[src/design/zdr_pkg.sv]
// ----------------------------------------------------------------------------
// zdr_pkg: shared types and constants
// Item layouts, lane control structs, fixed-point helpers and the CORDIC
// arctangent table for the dead-reckoning filter.
// ----------------------------------------------------------------------------
package zdr_pkg;

    localparam int NUM_AXES = 3;

    localparam logic [31:0] ONE_Q24     = 32'd16777216;
    localparam logic [32:0] CORDIC_GAIN = 33'd39797;
    localparam logic [32:0] G_Q16       = 33'd642908;
    localparam logic [24:0] DT_RECIP    = 25'd17592187;
    localparam logic [13:0] DT_DIV      = 14'd15625;
    localparam logic [23:0] DT_BIAS     = 24'd7812;

    localparam logic [1:0] ST_WARM = 2'd0;
    localparam logic [1:0] ST_UPD  = 2'd1;
    localparam logic [1:0] ST_SKIP = 2'd2;

    localparam logic [2:0] CFG_DEADBAND = 3'd0;
    localparam logic [2:0] CFG_QNOISE   = 3'd1;
    localparam logic [2:0] CFG_RNOISE   = 3'd2;
    localparam logic [2:0] CFG_SDECAY   = 3'd3;
    localparam logic [2:0] CFG_MDECAY   = 3'd4;
    localparam logic [2:0] CFG_MAXINT   = 3'd5;
    localparam logic [2:0] CFG_WARMUP   = 3'd6;

    typedef logic signed [51:0] t_wide;
    typedef logic signed [65:0] t_prod;

    localparam t_wide SAT_HI = 52'sd2147483647;
    localparam t_wide SAT_LO = -52'sd2147483648;

    typedef struct packed {
        logic [23:0]        interval_us;
        logic signed [15:0] accel_x;
        logic signed [15:0] accel_y;
        logic signed [15:0] accel_z;
        logic signed [15:0] heading;
    } t_in_item;

    typedef struct packed {
        logic signed [31:0] position_x;
        logic signed [31:0] position_y;
        logic signed [31:0] position_z;
        logic signed [31:0] velocity_x;
        logic signed [31:0] velocity_y;
        logic signed [31:0] velocity_z;
        logic [1:0]         step_status;
    } t_out_item;

    typedef struct packed {
        logic [14:0] deadband;
        logic [30:0] q_noise;
        logic [30:0] r_noise;
        logic [15:0] sdecay;
        logic [15:0] mdecay;
    } t_lane_cfg;

    typedef struct packed {
        logic               start;
        logic               use_gain;
        logic signed [32:0] drive;
        logic signed [15:0] raw;
        logic [20:0]        dt;
    } t_lane_req;

    typedef struct packed {
        logic               busy;
        logic signed [31:0] pos;
        logic signed [31:0] vel;
    } t_lane_sts;

    function automatic t_prod rnd_shift(input t_prod v, input int unsigned s);
        return (v + (t_prod'(1) <<< (s - 1))) >>> s;
    endfunction

    function automatic logic signed [31:0] sat32(input t_wide v);
        logic signed [31:0] res;
        if (v > SAT_HI) begin
            res = 32'sh7FFFFFFF;
        end else if (v < SAT_LO) begin
            res = 32'sh80000000;
        end else begin
            res = v[31:0];
        end
        return res;
    endfunction

    function automatic logic [13:0] atan_step(input logic [3:0] i);
        logic [13:0] res;
        case (i)
            4'd0:    res = 14'd8192;
            4'd1:    res = 14'd4836;
            4'd2:    res = 14'd2555;
            4'd3:    res = 14'd1297;
            4'd4:    res = 14'd651;
            4'd5:    res = 14'd326;
            4'd6:    res = 14'd163;
            4'd7:    res = 14'd81;
            4'd8:    res = 14'd41;
            4'd9:    res = 14'd20;
            4'd10:   res = 14'd10;
            4'd11:   res = 14'd5;
            4'd12:   res = 14'd3;
            4'd13:   res = 14'd1;
            4'd14:   res = 14'd1;
            default: res = 14'd0;
        endcase
        return res;
    endfunction

endpackage

[src/design/zdr_rotate.sv]
// ----------------------------------------------------------------------------
// zdr_rotate: heading rotation
// Quarter-turn rotation followed by sixteen CORDIC steps, one per cycle.
// ----------------------------------------------------------------------------
module zdr_rotate (
    input  logic               i_clk,
    input  logic               i_rst_n,
    input  logic               i_start,
    input  logic signed [15:0] i_ax,
    input  logic signed [15:0] i_ay,
    input  logic signed [15:0] i_heading,
    output logic               o_busy,
    output logic signed [32:0] o_x,
    output logic signed [32:0] o_y
);
    import zdr_pkg::*;

    logic signed [32:0] r_x;
    logic signed [32:0] r_y;
    logic signed [16:0] r_z;
    logic [3:0]         r_i;
    logic               r_busy;
    logic [15:0]        h;
    logic signed [32:0] ax_s;
    logic signed [32:0] ay_s;
    logic signed [32:0] x0;
    logic signed [32:0] y0;
    logic signed [32:0] dx;
    logic signed [32:0] dy;
    logic signed [16:0] da;

    assign h    = i_heading + 16'h2000;
    assign ax_s = 33'(i_ax) <<< 14;
    assign ay_s = 33'(i_ay) <<< 14;
    assign dx   = r_y >>> r_i;
    assign dy   = r_x >>> r_i;
    assign da   = $signed({3'b000, atan_step(r_i)});

    always_comb begin
        case (h[15:14])
            2'd0: begin
                x0 = ax_s;
                y0 = ay_s;
            end
            2'd1: begin
                x0 = -ay_s;
                y0 = ax_s;
            end
            2'd2: begin
                x0 = -ax_s;
                y0 = -ay_s;
            end
            default: begin
                x0 = ay_s;
                y0 = -ax_s;
            end
        endcase
    end

    always_ff @(posedge i_clk) begin
        if (!i_rst_n) begin
            r_busy <= 1'b0;
            r_i    <= '0;
        end else if (i_start) begin
            r_busy <= 1'b1;
            r_i    <= '0;
        end else if (r_busy) begin
            r_i <= r_i + 4'd1;
            if (r_i == 4'd15) begin
                r_busy <= 1'b0;
            end
        end
    end

    always_ff @(posedge i_clk) begin
        if (i_start) begin
            r_x <= x0;
            r_y <= y0;
            r_z <= $signed({3'b000, h[13:0]}) - 17'sd8192;
        end else if (r_busy) begin
            if (!r_z[16]) begin
                r_x <= r_x - dx;
                r_y <= r_y + dy;
                r_z <= r_z - da;
            end else begin
                r_x <= r_x + dx;
                r_y <= r_y - dy;
                r_z <= r_z + da;
            end
        end
    end

    assign o_busy = r_busy;
    assign o_x    = r_x;
    assign o_y    = r_y;
endmodule

[config.mk]
export PLATFORM = sky130hd
export DESIGN_NAME = zdr_rotate
export DESIGN_NICKNAME = d
export VERILOG_FILES = /design/src/design/zdr_pkg.sv /design/src/design/zdr_rotate.sv
export SDC_FILE = /design/constraint.sdc
export NUM_CORES = 1
export LEC_CHECK = 0
export BUFFER_PORTS_ARGS = -buffer_cell sky130_fd_sc_hd__buf_4
export CAP_MARGIN = 0
export CORE_MARGIN = 2
export CORE_UTILIZATION = 55
export CTS_CLUSTER_DIAMETER = 80
export DETAILED_ROUTE_END_ITERATION = 12
export GPL_TIMING_DRIVEN = 0
export PLACE_DENSITY_LB_ADDON = 0.08
export SYNTH_ARGS = -nofsm -noshare
export SYNTH_HDL_FRONTEND = slang
export SYNTH_SLANG_ARGS = --single-unit
[constraint.sdc]
create_clock -name i_clk -period 6.9 [get_ports i_clk]
set_clock_uncertainty 0.15 [all_clocks]
set_input_delay 0.69 -clock i_clk [delete_from_list [all_inputs] [get_ports i_clk]]
set_output_delay 0.69 -clock i_clk [all_outputs]
set_load 0.05 [all_outputs]
==> impl_results.md, run 1 <==
- Max-Cap Viols: 0
- Slew Limit Headroom: between 20% and 30%
- CTS tree: built
- Tot GR Track Use: 37.3%
- Die H: 165 um
- H-tree depth: 3
- Worst slew pin tran: between 1000 and 1500 ps
- Ranking of synthesized cells by area: edfxtp_1, mux4_2, ha_1
- Full die area: 27100 um2
- Critical path buffers and inverters: 6
- Initial antenna violation count: 0
- Antenna-violating nets left: 0
- Clk buf depth: 2
- Maximum VDD drop: between 0.0004 and 0.0005 V
- # DRC: 0
- Syn_nets: about 1800
- Design Area, Final: approximately 16000 um2
- Root buf cell: clkbuf_16
- Clk pin slew, worst setup/hold paths: 80 ps
- Post-synth cell types: 82
- CP Cell Sequence: buf_2 -> buf_2 -> buf_2 -> buf_2 -> buf_2 -> clkbuf_2 -> nand2_1 -> nand3_1 -> o21ai_0 -> a21oi_1 -> xor2_1 -> ha_1 -> a21oi_1 -> nor3b_2 -> a2111oi_2 -> o21ai_0 -> o2111ai_1 -> a31oi_1 -> nand3_1 -> a41oi_1 -> xnor2_1 -> a21oi_1
- Worst setup EP type: flop
- WS Path Type: flop to flop
- Final Setup Violations: 0
- Status: completed
- Via count: 14100
- Critical Path AT: roughly 6600 ps
- Max Fclk: 0.151 GHz
- Layout area overhead: 12.1%
- Pwr Density: ~580 nW/um2
- GPL Wtd Cong: 1.00
- Clock Sinks: 102
- Post-synth EDFFs: 83
- Vias per cell: approximately 6.7
- Synthesized cell area: 14200 um2
- Post-synth top area share: about 18%
- Setup Buffers After CTS: 0
- Grt total ovfl: 0
- Row count: 58
- Skew-Pair Late Insertion Delay: 380 ps
- Initial DRC Count: 1573
- PnR Total Power: 0.00925 W
- Period utilization: a little over nine tenths
- Final Critical Period: 6630 ps
- Cts bufs inserted: 9
- Vias in the first global route: 13300
- Cells after Synth: 1651
- Yosys warning total: 0
- NumNets Final: 1925
- Layout cell share with drive strength beyond 1: 18.1%
- Dpl hpwl: between 30000 and 40000 um
- Crit-path slowest cell: o21ai_0
- Worst Hold Class: primary input to flop
- CTS Hold Bufs: 0
- Sequential-to-total area share from yosys stat: between 20 and 25%
- Initial Util: ~56%
- Setup tns final: 0 ps
- Critical path required time: 6850 ps
- Critical Path Fanout Max: 10
- Pin count of the biggest net entering global routing: 56
- TritonRoute pass-1 iters: 5
- Critical path's largest stage delay: about 590 ps
- Top_reg_cell synth: edfxtp_1
- Area leader, netlist: edfxtp_1
- Avg Inst Size Synth: 8.61 um2
- First-pass GRT wire length: 76400 um
- Kind of cell adding the most delay to the critical path: compound AO/OA/AOI/OAI gates
- Synth async-reset ratio: 0%
- Core area: approximately 25000 um2
- Max Slew Vio Count: 0
- Fillers: 2255
- Crit start category: flop
- Top cell by count, worst path: buf_2
- # port buffers: approximately 120
- # IOs: 118
- Fin. Hold Viols: 0
- LEAKAGE: 6.51 nW
- Chip Width: ~160 um
- WL final: ~51000 um
- Area after DPL: 15500 um2
- Top post-synthesis cells by count: a21oi_1, nor2_1, nand2_1, o21ai_0
- Yosys reg bits: 102
- Wirelength per Cell: roughly 24 um
==> cells by family (layout without fill, tap and decap cells) <==
family,count (synthesis),in the layout,share of synthesized area (%)
AND/OR/NAND/NOR,523,523,17.8
AO/OA/AOI/OAI,445,445,19.6
XOR/XNOR,175,175,10.8
multiplexers,171,171,18.5
buffers and inverters,138,269,4.33
flip-flops,102,102,20.2
adder cells (fa/ha/maj),97,97,8.70
other,0,1,0
==> report_power, final <==
group	switching (W)	leakage, nW	internal (W)
combinational	0.00416	5.37	0.00291
clock	0.000269	0.133	0.000253
sequential	0.000595	1.01	0.00106
==> metrics by stage <==
step	instances	hold WS (ps)	utilization [%]	setup WS, ps
after floorplan	1651	451	-	687
after global placement	2097	477	61.4	-1520
after detailed placement	2098	487	61.5	-1520
after CTS	2112	426	62.6	7.77
after global routing	2112	437	63.1	-7.38
final	2113	432	63.1	270
==> worst register-to-register path, delay by kind of cell, from the launching register on <==
| kind | cells | cell delay [ps] |
|---|---|---|
| AO/OA/AOI/OAI | 9 | 2320 |
| flip-flops | 1 | 340 |
| buffers and inverters | 6 | 2230 |
| AND/OR/NAND/NOR | 4 | 670 |
| adder cells (fa/ha/maj) | 1 | 300 |
| XOR/XNOR | 2 | 330 |
==> area by class of cell <==
type	count	area, um2	area share [%]
multi-input cells	1411	10800	68.0
flip-flops and latches	102	2870	18.0
repair buffers	117	898	5.64
plain buffers	84	430	2.70
well taps	330	413	2.59
clock buffers	10	229	1.44
inverters	52	196	1.23
clock inverters	6	55.1	0.346
diodes	1	2.50	0.0157
==> worst paths after layout <==
path              slack (ps)                 from  cells past startpoint           endpoint
setup / recovery         270  r_i[0]$_SDFFE_PP0P_                     22  o_y[32]$_DFFE_PP_
hold / removal           430         i_heading[6]                      3   r_z[6]$_DFFE_PP_
setup reg to reg         270  r_i[0]$_SDFFE_PP0P_                     22  o_y[32]$_DFFE_PP_
hold reg to reg          510    o_busy$_SDFF_PN0_                      2  o_busy$_SDFF_PN0_
==> flip-flops by register name, summed over array words and instances (netlist names) <==
name    cells
da         14
o_x        33
o_y        33
r_i         4
o_busy      1
r_z        17
==> routing by layer <==
metal	wire length, um	global-route usage (%)	vias to the layer above	part of all wire [%]
li1	-	-	6451	-
met1	20600	50.1	6671	41
met2	22100	57.1	800	43
met3	5280	7.41	150	10
met4	2810	19.4	0	5.5
met5	0	0	-	0
==> placed cells by master (no fill, tap or decap), types with 49 or more instances in the layout <==
| cell | n |
|---|---|
| a21oi_1 | 149 |
| buf_4 | 119 |
| edfxtp_1 | 83 |
| ha_1 | 92 |
| inv_1 | 49 |
| mux2i_1 | 49 |
| mux4_2 | 68 |
| nand2_1 | 142 |
| nor2_1 | 148 |
| nor3_1 | 49 |
| o21ai_0 | 95 |
| xnor2_1 | 81 |
| xor2_1 | 94 |
==> repair_timing <==
action	4_1_cts	5_1_grt
endpoints found under the setup margin	31	23
pin swaps	0	2
gates resized for setup	8	26
No activity file was read; power rests on OpenSTA's default activity.
==> inputs of run 2 (changes only) <==
Settings changed: CELL_PAD_IN_SITES_DETAIL_PLACEMENT from default to 1, CELL_PAD_IN_SITES_GLOBAL_PLACEMENT from default to 1, CORE_UTILIZATION 55 to 43.
Clock period 6.9 ns to 5.9 ns, I/O delays scaled along.
==> impl_results.md, run 2 (same netlist as run 1, synthesis figures left out) <==
- CTS tree: built
- Vias per cell: around 6.4
- Via count: 14400
- Max-Cap Viols: 0
- Reg power frac: 16.6%
- WL final: 58300 um
- # DRC: 0
- Grt total ovfl: 0
- # port buffers: 116
- Combinational power share: 78.2%
- Most common cell after layout, fill and taps aside: buf_4
- Final Setup Violations: 2
- Area after DPL: 15700 um2
- Die H: 186 um
- Util after Layout: 51.6%
- Clk pin slew, worst setup/hold paths: 90 ps
- Period utilization: 101%
- First-pass GRT wire length: 87200 um
- Net Switching: roughly 0.0065 W
- Initial DRC Count: 1165
- Worst setup EP type: flop
- Critical Path Fanout Max: 6
- Switching share of power: 54.6%
- Antenna-violating nets left: 0
- # diodes: 0
- Design Area, Final: 16800 um2
- Worst slew pin tran: 1190 ps
- Layout cell share with drive strength beyond 1: 23.1%
- Max Fclk: around 0.17 GHz
- Slew Limit Headroom: 20.8%
- LEAKAGE: between 6 and 7 nW
- Maximum VDD drop: 0.000367 V
- Initial Util: 43.7%
- Dpl hpwl: 44600 um
- Initial antenna violation count: 2
- NumNets Final: 1964
- Setup ws final: -72.1 ps
- Tot GR Track Use: between 30% and 40%
- Pin count of the biggest net entering global routing: 55
- Vias in the first global route: 14300
- PnR Total Power: 0.0118 W
- Core area: ~33000 um2
- Final Critical Period: between 5000 and 6000 ps
- Layout area overhead: 18.1%
- Skew-Pair Late Insertion Delay: 400 ps
- Critical path required time: 5870 ps
- Clk buf depth: 2
- Unrepaired setup endpoints after global routing: yes
- Critical Path AT: 5940 ps
- # IOs: 118
- Clock share of power: between 5 and 6%
- Cts bufs inserted: 9
- Fin. Hold Viols: 0
- WS Path Type: flop to flop
- Wirelength per Cell: 25.8 um
- Chip Width: between 150 and 200 um
- H-tree depth: 3
- Row count: 66
- GPL Wtd Cong: 0.960
- Root buf cell: clkbuf_16
- Full die area: 34500 um2
- Internal power: 0.00536 W
- Max Slew Vio Count: 0
- Fillers: 3920
- Clock Sinks: 102
- Crit start category: flop
- Pwr Density: 703 nW/um2
- CTS Hold Bufs: 0
- TritonRoute pass-1 iters: 5
- Failing checks: negative setup slack
- Status: finished, violations left
- Worst Hold Class: primary input to flop
- Most frequent cells in the layout: buf_4, nor2_1, a21oi_1, nand2_1, xor2_1
[run 2: final timing paths]
kind                      from                 to  slack [ps]  cells past startpoint
max          o_x[14]$_DFFE_PP_  o_y[25]$_DFFE_PP_         -70                     20
min reg2reg  o_busy$_SDFF_PN0_  o_busy$_SDFF_PN0_         500                      2
max reg2reg  o_x[14]$_DFFE_PP_  o_y[25]$_DFFE_PP_         -70                     20
min                    i_rst_n  o_busy$_SDFF_PN0_         270                      2
[run 2: layer usage]
metal	share of wire, %	vias up	global-route usage [%]
li1	-	6506	-
met1	43	7131	44.9
met2	45	633	53.5
met3	6.6	133	4.56
met4	4.6	0	16.7
met5	0	-	0
[run 2: worst max-delay path: stages, from the launching register on]
cell      delay (ps)
edfxtp_1         590
mux4_2           590
mux2_2           330
mux2i_2          220
ha_2             270
inv_1             80
o41ai_4          280
buf_4            190
and4_4           240
and2_2           200
nor2_1            70
xor2_1           240
ha_1             310
a21o_1           170
a21o_1           210
a2111o_1         400
or3_1            370
and2_1           190
a21o_1           190
a211oi_1         260
o22ai_1          110
[run 2: power groups by stage]
stage | Clock [W] | Combinational, W | Sequential, W
floorplan | 0 | 0.00545 | 0.00233
global placement | 0 | 0.00796 | 0.00192
finish | 0.000617 | 0.00923 | 0.00196
CTS | 0.000624 | 0.00858 | 0.00192
global route | 0.000651 | 0.0100 | 0.00196
detailed placement | 0 | 0.00816 | 0.00194
[run 2: stage by stage]
stage               cells  setup TNS, ps  hold WS [ps]  setup slack [ps]
global route         2263          -1870           277              -278
floorplan            1651              0           451             0.846
global placement     2209         -47640           487             -2110
CTS                  2240              0           264             0.493
finish               2263           -118           268             -72.1
detailed placement   2210         -53430           493             -2330
[run 2: final cells by class]
cell class,instances,area [um2],area share (%)
multi-input cells,1411,11100,66.3
flip-flops and latches,102,2880,17.1
repair buffers,157,1210,7.21
well taps,442,553,3.29
plain buffers,83,538,3.20
clock buffers,10,229,1.36
inverters,52,203,1.21
clock inverters,6,45.0,0.268
[run 2: timing repair]
item / 4_1_cts / 5_1_grt
pin swaps: 19 / 47
setup endpoints to repair: 47 / 23
buffers inserted: 16 / 24
cloned: 0 / 0
resized for setup: 87 / 63
